[src/cmoc_pkg.sv]
// Shared types, widths and codes for the midpoint circle octant outline block.
`default_nettype none
package cmoc_pkg;

	localparam int RADIUS_WIDTH = 14;
	localparam int CENTER_W     = 15;
	localparam int COORD_W      = 16;
	localparam int COLOR_W      = 16;
	localparam int MASK_W       = 8;
	localparam int DEC_W        = RADIUS_WIDTH + 4;
	localparam int INC_W        = RADIUS_WIDTH + 3;

	localparam logic CMD_START = 1'b0;
	localparam logic CMD_STEP  = 1'b1;

	// octant mask bits that enable each axis pixel of a start
	localparam logic [MASK_W-1:0] AXIS_TOP    = 8'h18;
	localparam logic [MASK_W-1:0] AXIS_BOTTOM = 8'h81;
	localparam logic [MASK_W-1:0] AXIS_RIGHT  = 8'h06;
	localparam logic [MASK_W-1:0] AXIS_LEFT   = 8'h60;

	typedef logic signed [CENTER_W-1:0] center_t;
	typedef logic signed [COORD_W-1:0]  coord_t;
	typedef logic [RADIUS_WIDTH-1:0]    walk_t;
	typedef logic signed [DEC_W-1:0]    dec_t;
	typedef logic signed [INC_W-1:0]    inc_t;
	typedef logic [COLOR_W-1:0]         color_t;
	typedef logic [MASK_W-1:0]          mask_t;

	// One item's worth of pixel work. Slot k of pend is the pixel
	// (ox +/- u, oy +/- v): slots 4..7 swap a and b, odd slots negate the
	// column offset, slots 2,3,6,7 negate the row offset.
	typedef struct packed {
		center_t origin_x;
		center_t origin_y;
		walk_t   a;
		walk_t   b;
		color_t  color;
		mask_t   pend;
		logic    blank;
		logic    done;
	} job_t;

endpackage
`default_nettype wire

[src/cmoc_walker.sv]
// Circle walker: holds the midpoint state and builds the pixel job of each item.
`default_nettype none
module cmoc_walker (
	input  wire logic                 clk,
	input  wire logic                 arst_n,
	input  wire logic                 accept,
	input  wire logic                 cmd,
	input  wire cmoc_pkg::center_t    center_x,
	input  wire cmoc_pkg::center_t    center_y,
	input  wire cmoc_pkg::walk_t      radius,
	input  wire cmoc_pkg::mask_t      octant_mask,
	input  wire cmoc_pkg::color_t     pixel_color,
	output cmoc_pkg::job_t            job
);
	import cmoc_pkg::*;

	center_t origin_x_q, origin_y_q;
	walk_t   walk_x_q, walk_y_q;
	dec_t    decision_q;
	inc_t    x_inc_q, y_inc_q;
	mask_t   mask_q;
	color_t  color_q;

	logic    finished;
	logic    dec_pos;
	walk_t   x_n, y_n;
	inc_t    x_inc_n, y_inc_n;
	dec_t    dec_n;
	dec_t    r_dec;

	assign finished = (walk_y_q >= walk_x_q);
	assign dec_pos  = (decision_q > dec_t'(0));
	assign x_n      = dec_pos ? walk_x_q - walk_t'(1) : walk_x_q;
	assign y_n      = walk_y_q + walk_t'(1);
	assign x_inc_n  = dec_pos ? x_inc_q + inc_t'(2) : x_inc_q;
	assign y_inc_n  = y_inc_q + inc_t'(2);
	assign dec_n    = decision_q + (dec_pos ? dec_t'(x_inc_n) : dec_t'(0)) + dec_t'(y_inc_n);
	assign r_dec    = dec_t'(radius);

	always_comb begin
		job = '0;
		if (cmd == CMD_START) begin
			job.origin_x = center_x;
			job.origin_y = center_y;
			job.a        = '0;
			job.b        = radius;
			job.color    = pixel_color;
			job.pend[0]  = |(octant_mask & AXIS_TOP);
			job.pend[2]  = |(octant_mask & AXIS_BOTTOM);
			job.pend[4]  = |(octant_mask & AXIS_RIGHT);
			job.pend[5]  = |(octant_mask & AXIS_LEFT);
			job.done     = (radius == '0);
		end else if (finished) begin
			job.done     = 1'b1;
		end else begin
			job.origin_x = origin_x_q;
			job.origin_y = origin_y_q;
			job.a        = x_n;
			job.b        = y_n;
			job.color    = color_q;
			job.pend     = {mask_q[7], mask_q[0], mask_q[4], mask_q[3],
				mask_q[6], mask_q[1], mask_q[5], mask_q[2]};
			job.done     = (y_n >= x_n);
		end
		job.blank = (job.pend == '0);
	end

	always_ff @(posedge clk or negedge arst_n) begin
		if (!arst_n) begin
			origin_x_q <= '0;
			origin_y_q <= '0;
			walk_x_q   <= '0;
			walk_y_q   <= '0;
			decision_q <= '0;
			x_inc_q    <= '0;
			y_inc_q    <= inc_t'(1);
			mask_q     <= '0;
			color_q    <= '0;
		end else if (accept) begin
			if (cmd == CMD_START) begin
				origin_x_q <= center_x;
				origin_y_q <= center_y;
				mask_q     <= octant_mask;
				color_q    <= pixel_color;
				walk_x_q   <= radius;
				walk_y_q   <= '0;
				decision_q <= dec_t'(1) - r_dec;
				x_inc_q    <= -(inc_t'(radius) <<< 1);
				y_inc_q    <= inc_t'(1);
			end else if (!finished) begin
				walk_x_q   <= x_n;
				walk_y_q   <= y_n;
				decision_q <= dec_n;
				x_inc_q    <= x_inc_n;
				y_inc_q    <= y_inc_n;
			end
		end
	end

endmodule
`default_nettype wire

[src/cmoc_emitter.sv]
// Pixel emitter: job register, slot selection and the result register.
`default_nettype none
module cmoc_emitter (
	input  wire logic              clk,
	input  wire logic              arst_n,
	input  wire logic              load,
	input  wire cmoc_pkg::job_t    job,
	output logic                   job_free,
	output logic                   out_valid,
	input  wire logic              out_ready,
	output cmoc_pkg::coord_t       pixel_x,
	output cmoc_pkg::coord_t       pixel_y,
	output cmoc_pkg::color_t       color_out,
	output logic                   pixel_valid,
	output logic                   last,
	output logic                   done_res
);
	import cmoc_pkg::*;

	logic    busy_s1;
	mask_t   pend_s1;
	job_t    job_s1;

	logic    out_free, emit, job_last;
	mask_t   cur_oh;
	logic    swap, neg_x, neg_y;
	coord_t  u, v, px, py;

	assign out_free = !out_valid || out_ready;
	assign emit     = busy_s1 && out_free;
	assign cur_oh   = pend_s1 & (~pend_s1 + mask_t'(1));
	assign job_last = job_s1.blank || ((pend_s1 & ~cur_oh) == '0);
	assign job_free = !busy_s1 || (emit && job_last);

	assign swap  = |cur_oh[7:4];
	assign neg_x = cur_oh[1] | cur_oh[3] | cur_oh[5] | cur_oh[7];
	assign neg_y = cur_oh[2] | cur_oh[3] | cur_oh[6] | cur_oh[7];
	assign u     = swap ? coord_t'(job_s1.b) : coord_t'(job_s1.a);
	assign v     = swap ? coord_t'(job_s1.a) : coord_t'(job_s1.b);
	assign px    = coord_t'(job_s1.origin_x) + (neg_x ? -u : u);
	assign py    = coord_t'(job_s1.origin_y) + (neg_y ? -v : v);

	always_ff @(posedge clk or negedge arst_n) begin
		if (!arst_n) begin
			busy_s1 <= 1'b0;
			pend_s1 <= '0;
		end else if (load) begin
			busy_s1 <= 1'b1;
			pend_s1 <= job.pend;
		end else if (emit) begin
			pend_s1 <= pend_s1 & ~cur_oh;
			if (job_last) begin
				busy_s1 <= 1'b0;
			end
		end
	end

	always_ff @(posedge clk) begin
		if (load) begin
			job_s1 <= job;
		end
	end

	always_ff @(posedge clk or negedge arst_n) begin
		if (!arst_n) begin
			out_valid <= 1'b0;
		end else if (emit) begin
			out_valid <= 1'b1;
		end else if (out_ready) begin
			out_valid <= 1'b0;
		end
	end

	// an empty item gives one result with zero payload
	always_ff @(posedge clk) begin
		if (emit) begin
			pixel_x     <= job_s1.blank ? '0 : px;
			pixel_y     <= job_s1.blank ? '0 : py;
			color_out   <= job_s1.blank ? '0 : job_s1.color;
			pixel_valid <= !job_s1.blank;
			last        <= job_last;
			done_res    <= job_s1.done;
		end
	end

endmodule
`default_nettype wire

[src/midpoint_circle_octant_outline_top.sv]
// Top level of the midpoint circle octant outline generator.
// A start item (cmd 0) latches centre, radius, octant mask and colour and
// gives the axis pixels that the mask enables; each step item (cmd 1) runs one
// midpoint iteration and gives the pixels of the enabled octants, or one blank
// result once the walk is finished. Results leave one per cycle while out_ready is
// high, from a single result register, so an item gives max(1, enabled pixels)
// results, at most 8 for a step and 4 for a start; an item that gives no pixel
// yields one result with pixel_valid low. The circle state updates when the item is
// accepted, and the next item is taken in the cycle that the previous item's final
// pixel moves into the result register, so with out_ready high items flow back to back.
`default_nettype none
module midpoint_circle_octant_outline_top (
	input  wire logic              clk,
	input  wire logic              arst_n,
	input  wire logic              in_valid,
	output logic                   in_ready,
	input  wire logic              cmd,
	input  wire cmoc_pkg::center_t center_x,
	input  wire cmoc_pkg::center_t center_y,
	input  wire cmoc_pkg::walk_t   radius,
	input  wire cmoc_pkg::mask_t   octant_mask,
	input  wire cmoc_pkg::color_t  pixel_color,
	output logic                   out_valid,
	input  wire logic              out_ready,
	output cmoc_pkg::coord_t       pixel_x,
	output cmoc_pkg::coord_t       pixel_y,
	output cmoc_pkg::color_t       color_out,
	output logic                   pixel_valid,
	output logic                   last,
	output logic                   done_res
);
	import cmoc_pkg::*;

	logic accept;
	job_t job;

	assign accept = in_valid && in_ready;

	cmoc_walker u_walker (
		.clk         (clk),
		.arst_n      (arst_n),
		.accept      (accept),
		.cmd         (cmd),
		.center_x    (center_x),
		.center_y    (center_y),
		.radius      (radius),
		.octant_mask (octant_mask),
		.pixel_color (pixel_color),
		.job         (job)
	);

	cmoc_emitter u_emitter (
		.clk         (clk),
		.arst_n      (arst_n),
		.load        (accept),
		.job         (job),
		.job_free    (in_ready),
		.out_valid   (out_valid),
		.out_ready   (out_ready),
		.pixel_x     (pixel_x),
		.pixel_y     (pixel_y),
		.color_out   (color_out),
		.pixel_valid (pixel_valid),
		.last        (last),
		.done_res    (done_res)
	);

	a_blank_is_last: assert property (@(posedge clk) disable iff (!arst_n)
		out_valid && !pixel_valid |-> last)
		else $error("empty result not marked last");

	a_blank_zero: assert property (@(posedge clk) disable iff (!arst_n)
		out_valid && !pixel_valid |-> pixel_x == '0 && pixel_y == '0 && color_out == '0)
		else $error("empty result carries payload");

	a_item_continues: assert property (@(posedge clk) disable iff (!arst_n)
		out_valid && out_ready && !last |=> out_valid)
		else $error("item results broken off before last");

	a_no_take_mid_item: assert property (@(posedge clk) disable iff (!arst_n)
		out_valid && !last && !out_ready |-> !in_ready)
		else $error("new item taken while pixels of an item remain");

endmodule
`default_nettype wire

[config.mk]
export PLATFORM = sky130hd
export DESIGN_NAME = midpoint_circle_octant_outline_top
export DESIGN_NICKNAME = d
export VERILOG_FILES = /design/src/cmoc_pkg.sv /design/src/cmoc_walker.sv /design/src/cmoc_emitter.sv /design/src/midpoint_circle_octant_outline_top.sv
export SDC_FILE = /design/constraint.sdc
export NUM_CORES = 1
export LEC_CHECK = 0
export BUFFER_PORTS_ARGS = -buffer_cell sky130_fd_sc_hd__buf_2
export CAP_MARGIN = 15
export CELL_PAD_IN_SITES_DETAIL_PLACEMENT = 1
export CELL_PAD_IN_SITES_GLOBAL_PLACEMENT = 2
export CORE_MARGIN = 2
export CORE_UTILIZATION = 30
export CTS_BUF_LIST = sky130_fd_sc_hd__clkbuf_8
export DETAILED_ROUTE_END_ITERATION = 7
export HOLD_SLACK_MARGIN = 0.06
export PLACE_DENSITY_LB_ADDON = 0.1
export SETUP_SLACK_MARGIN = 0.1
export SLEW_MARGIN = 20
export SYNTH_ARGS = -nofsm -noshare
export SYNTH_HDL_FRONTEND = slang
export SYNTH_HIERARCHICAL = 1
export SYNTH_SLANG_ARGS = --single-unit
export TNS_END_PERCENT = 50
[constraint.sdc]
create_clock -name clk -period 10.9 [get_ports clk]
set_clock_uncertainty 0.15 [all_clocks]
set_input_delay 0.545 -clock clk [delete_from_list [all_inputs] [get_ports clk]]
set_output_delay 0.545 -clock clk [all_outputs]
set_load 0.02 [all_outputs]
==> qor.txt <==
Outcome -> finished, final reports clean
Synthesized-area fraction occupied by adder cells -> 8.752%
Final min period -> 4863 ps
Share of Yosys cell area claimed by the top area cell type -> 22.08%
CTS Sinks -> 270
Routed WL per cell -> 19.80 um
I/O Pins -> 126
Final setup violating endpoints -> 0
Synth cell types -> 86
Root buf cell -> clkbuf_8
Max IR drop VDD -> 0.0001129 V
Max Freq -> 205.6 MHz
PostCTS Resize Cnt -> 0
Total grt overflow -> 0
Simple logic cell fraction of the synthesized area -> 17.00%
Number of global-route vias before repair -> 14920
Later-pin clock latency in the skew report -> 660 ps
Tightest Hold Check Type -> in2reg
Routed via count -> 14120
Post-Route WL -> 56.12 mm
Worst Path Required -> 11260 ps
Post-synthesis mux area share -> 2.478%
Gate Count Post-Synth -> 1868
Hold_sp -> radius[7]
Psw -> 3171 uW
RSZ-0062 raised after global routing -> false
CTS max path bufs -> 3
Final core occ -> 35.75%
Synth Cell Area -> 17270 um^2
Register area share after synthesis -> 42.81%
MaxCap Viol Count -> 0
Die area -> 59500 um^2
R2R Path Start -> u_walker/decision_q[10]
Largest net degree at the start of global routing -> 96
Initial DRC count -> 535
HPWL Detailed -> 40.32 mm
Syn Area/Cell -> 9.245 um^2
Reg-to-reg setup timing slack -> 6040 ps
Total Routing Usage GR -> 18.77%
Yosys top cell by area -> edfxtp_1
Share of post-route cells with drive strength above 1 -> 12.31%
Number of synthesized flops with an enable pin -> 127
Max-slew violation count -> 0
# rows -> 87
Net Sw Frac -> 46.35%
Die X -> 243.9 um
Critical path class -> reg2reg
Initial antenna violation count -> 1
Gp weighted congestion -> 0.8292
Hold Path Sink -> u_walker/walk_x_q[7]
Power Internal -> 3671 uW
1st-pass router iterations -> 5
Die Y -> 243.9 um
Initial core utilization -> 30.51%
Async S/R FF share, synth -> 52.96%
Worst Tran Pin Value -> 974.1 ps
Post-synthesis compound-gate area fraction -> 15.81%
Antenna Cells -> 0
Setup TNS Final -> 0 ps
# port buffers -> 125
Logic pwr share -> 57.2%
P_leak -> 0.008787 uW
Worst setup EP type -> register
Global-route wire length before repair -> 87.00 mm
DRC -> 0
R2R depth -> 16
Core area -> 56600 um^2
Max_slew headroom -> 35.06%
Routed vias/inst -> 4.982
Worst hold path depth -> 3
Synth Register Bits -> 270
Synth Area in XOR/XNOR -> 7.405%
Critical path arrival -> 5220 ps
Clock group share of total power -> 14.4%
P&R area growth vs syn -> 17.17%
Seq pwr share -> 28.3%
Worst r2r dst -> u_walker/decision_q[15]
Synth top area cells -> edfxtp_1 22%, dfrtp_1 21%, ha_1 6.4%, xnor2_1 5.1%, o21ai_0 5.0%
Final ANT Viol Nets -> 0
PD cells -> 338.2 nW/um^2
CTS H-tree depth -> 2
Final period utilization -> 44.61%
Clock transition at path regs -> 60 ps
Startpoint Class -> register
Critical path fanouts, max -> 14
Largest family of logic cells by synthesized area -> simple AND/OR/NAND/NOR gates
Post-Syn Nets -> 2049
CTS Buf Count -> 53
CTS tree -> done
Prevailing post-synth register cell -> dfrtp_1
Fin. Hold Viols -> 0
Ys Warns -> 6
# nets final -> 2216
## worst max-delay path, cell delays in order, from the launching register on
cell and delay (ps):
dfrtp_1 370, nor4_1 90, and4_1 230, a21oi_2 530, and2_0 610, nand3_1 170
xnor2_1 180, nand2_1 130, fa_1 530, inv_1 40, ha_1 380, and3_1 270
and3_1 210, a2111oi_0 430, nor3_1 130, xnor2_1 170, a21oi_1 80
## worst max-delay path by stage
stage | cells after the start | end | slack, ps | from
floorplan | 12 | u_walker/walk_x_q[3] | 5210 | u_emitter/pend_s1[1]
global placement | 16 | u_walker/decision_q[15] | 6040 | u_walker/decision_q[10]
detailed placement | 16 | u_walker/decision_q[17] | 5980 | u_walker/decision_q[10]
CTS | 16 | u_walker/decision_q[14] | 5930 | u_walker/decision_q[2]
global route | 16 | u_walker/decision_q[15] | 5730 | u_walker/decision_q[2]
finish | 16 | u_walker/decision_q[15] | 6040 | u_walker/decision_q[10]
## layer usage
layer / track usage, % / up-vias / wire [um]
met1: 23.50 / 6941 / 25190
met4: 5.990 / 0 / 1471
met5: 0 / - / 0
met3: 2.445 / 80 / 1459
met2: 33.34 / 171 / 28000
li1: - / 6932 / -
## flip-flops by register name, indices dropped and copies added, names as in the netlist, 14 cells and up
signal               count
u_walker/x_inc_q        16
u_walker/walk_x_q       14
u_emitter/job_s1        76
u_walker/decision_q     18
u_emitter/pixel_x       16
u_emitter/pixel_y       16
u_walker/origin_x_q     15
u_emitter/color_out     16
u_walker/walk_y_q       14
u_walker/y_inc_q        17
u_walker/color_q        16
u_walker/origin_y_q     15
## final cells by class
cell class,count,area (um^2)
clock buffer,54,743.2
clock inverter,45,247.7
fill,6534,36370
inverter,151,566.8
multi-input combinational,1353,8932
sequential,270,7393
tap,756,945.9
timing repair buffer,206,1405
## stage by stage
stage | instance area (um^2) | total power [uW] | hold WS [ps] | instances | setup WS [ps]
2_1_floorplan | 17270 | 4776 | 99.41 | 1868 | 5212
4_1_cts | 20230 | 6971 | 75.10 | 2835 | 5935
3_3_place_gp | 18640 | 5844 | 311.5 | 2676 | 6045
3_5_place_dp | 18640 | 5912 | 315.6 | 2676 | 5980
6_report | 20230 | 6843 | 158.2 | 2835 | 6037
5_1_grt | 20230 | 7490 | 128.5 | 2835 | 5727
## power by group through the flow
stage	clock [uW]	combinational [uW]	sequential (uW)
2_1_floorplan	0	2810	1960
3_3_place_gp	0	3900	1940
3_5_place_dp	0	3950	1960
4_1_cts	1040	3990	1940
5_1_grt	1080	4420	2000
6_report	987	3920	1940
## synthesized netlist by cell type, drive strengths merged (62+ instances only)
cell type,instances
edfxtp,127
ha,88
nand3,91
nor2,115
a21oi,86
dfrtp,142
nand2,214
clkbuf,62
xnor2,100
inv,150
o21ai,175
## layout by cell type (no fill, tap or decap), types with 54 or more instances in the layout
cell	synthesis	final
edfxtp_1	127	127
clkbuf_8	1	54
a21oi_1	85	85
buf_2	22	123
dlygate4sd3_1	0	60
xnor2_1	100	100
inv_1	150	168
nand2_1	214	213
ha_1	88	88
o21ai_0	174	174
nand3_1	91	91
dfrtp_1	142	142
nor2_1	113	112
## cell families after synthesis
group | count (synthesis)
multiplexers | 42
AND/OR/NAND/NOR | 616
other | 1
XOR/XNOR | 146
buffers and inverters | 245
AO/OA/AOI/OAI | 439
flip-flops | 270
adder cells (fa/ha/maj) | 109
## timing repair
action                                  4_1_cts  5_1_grt
setup buffers                                 0        0
hold buffers                                 60        0
hold endpoints to repair                    140        0
endpoints found under the setup margin        0        0
No activity file was read; power rests on OpenSTA's default activity.
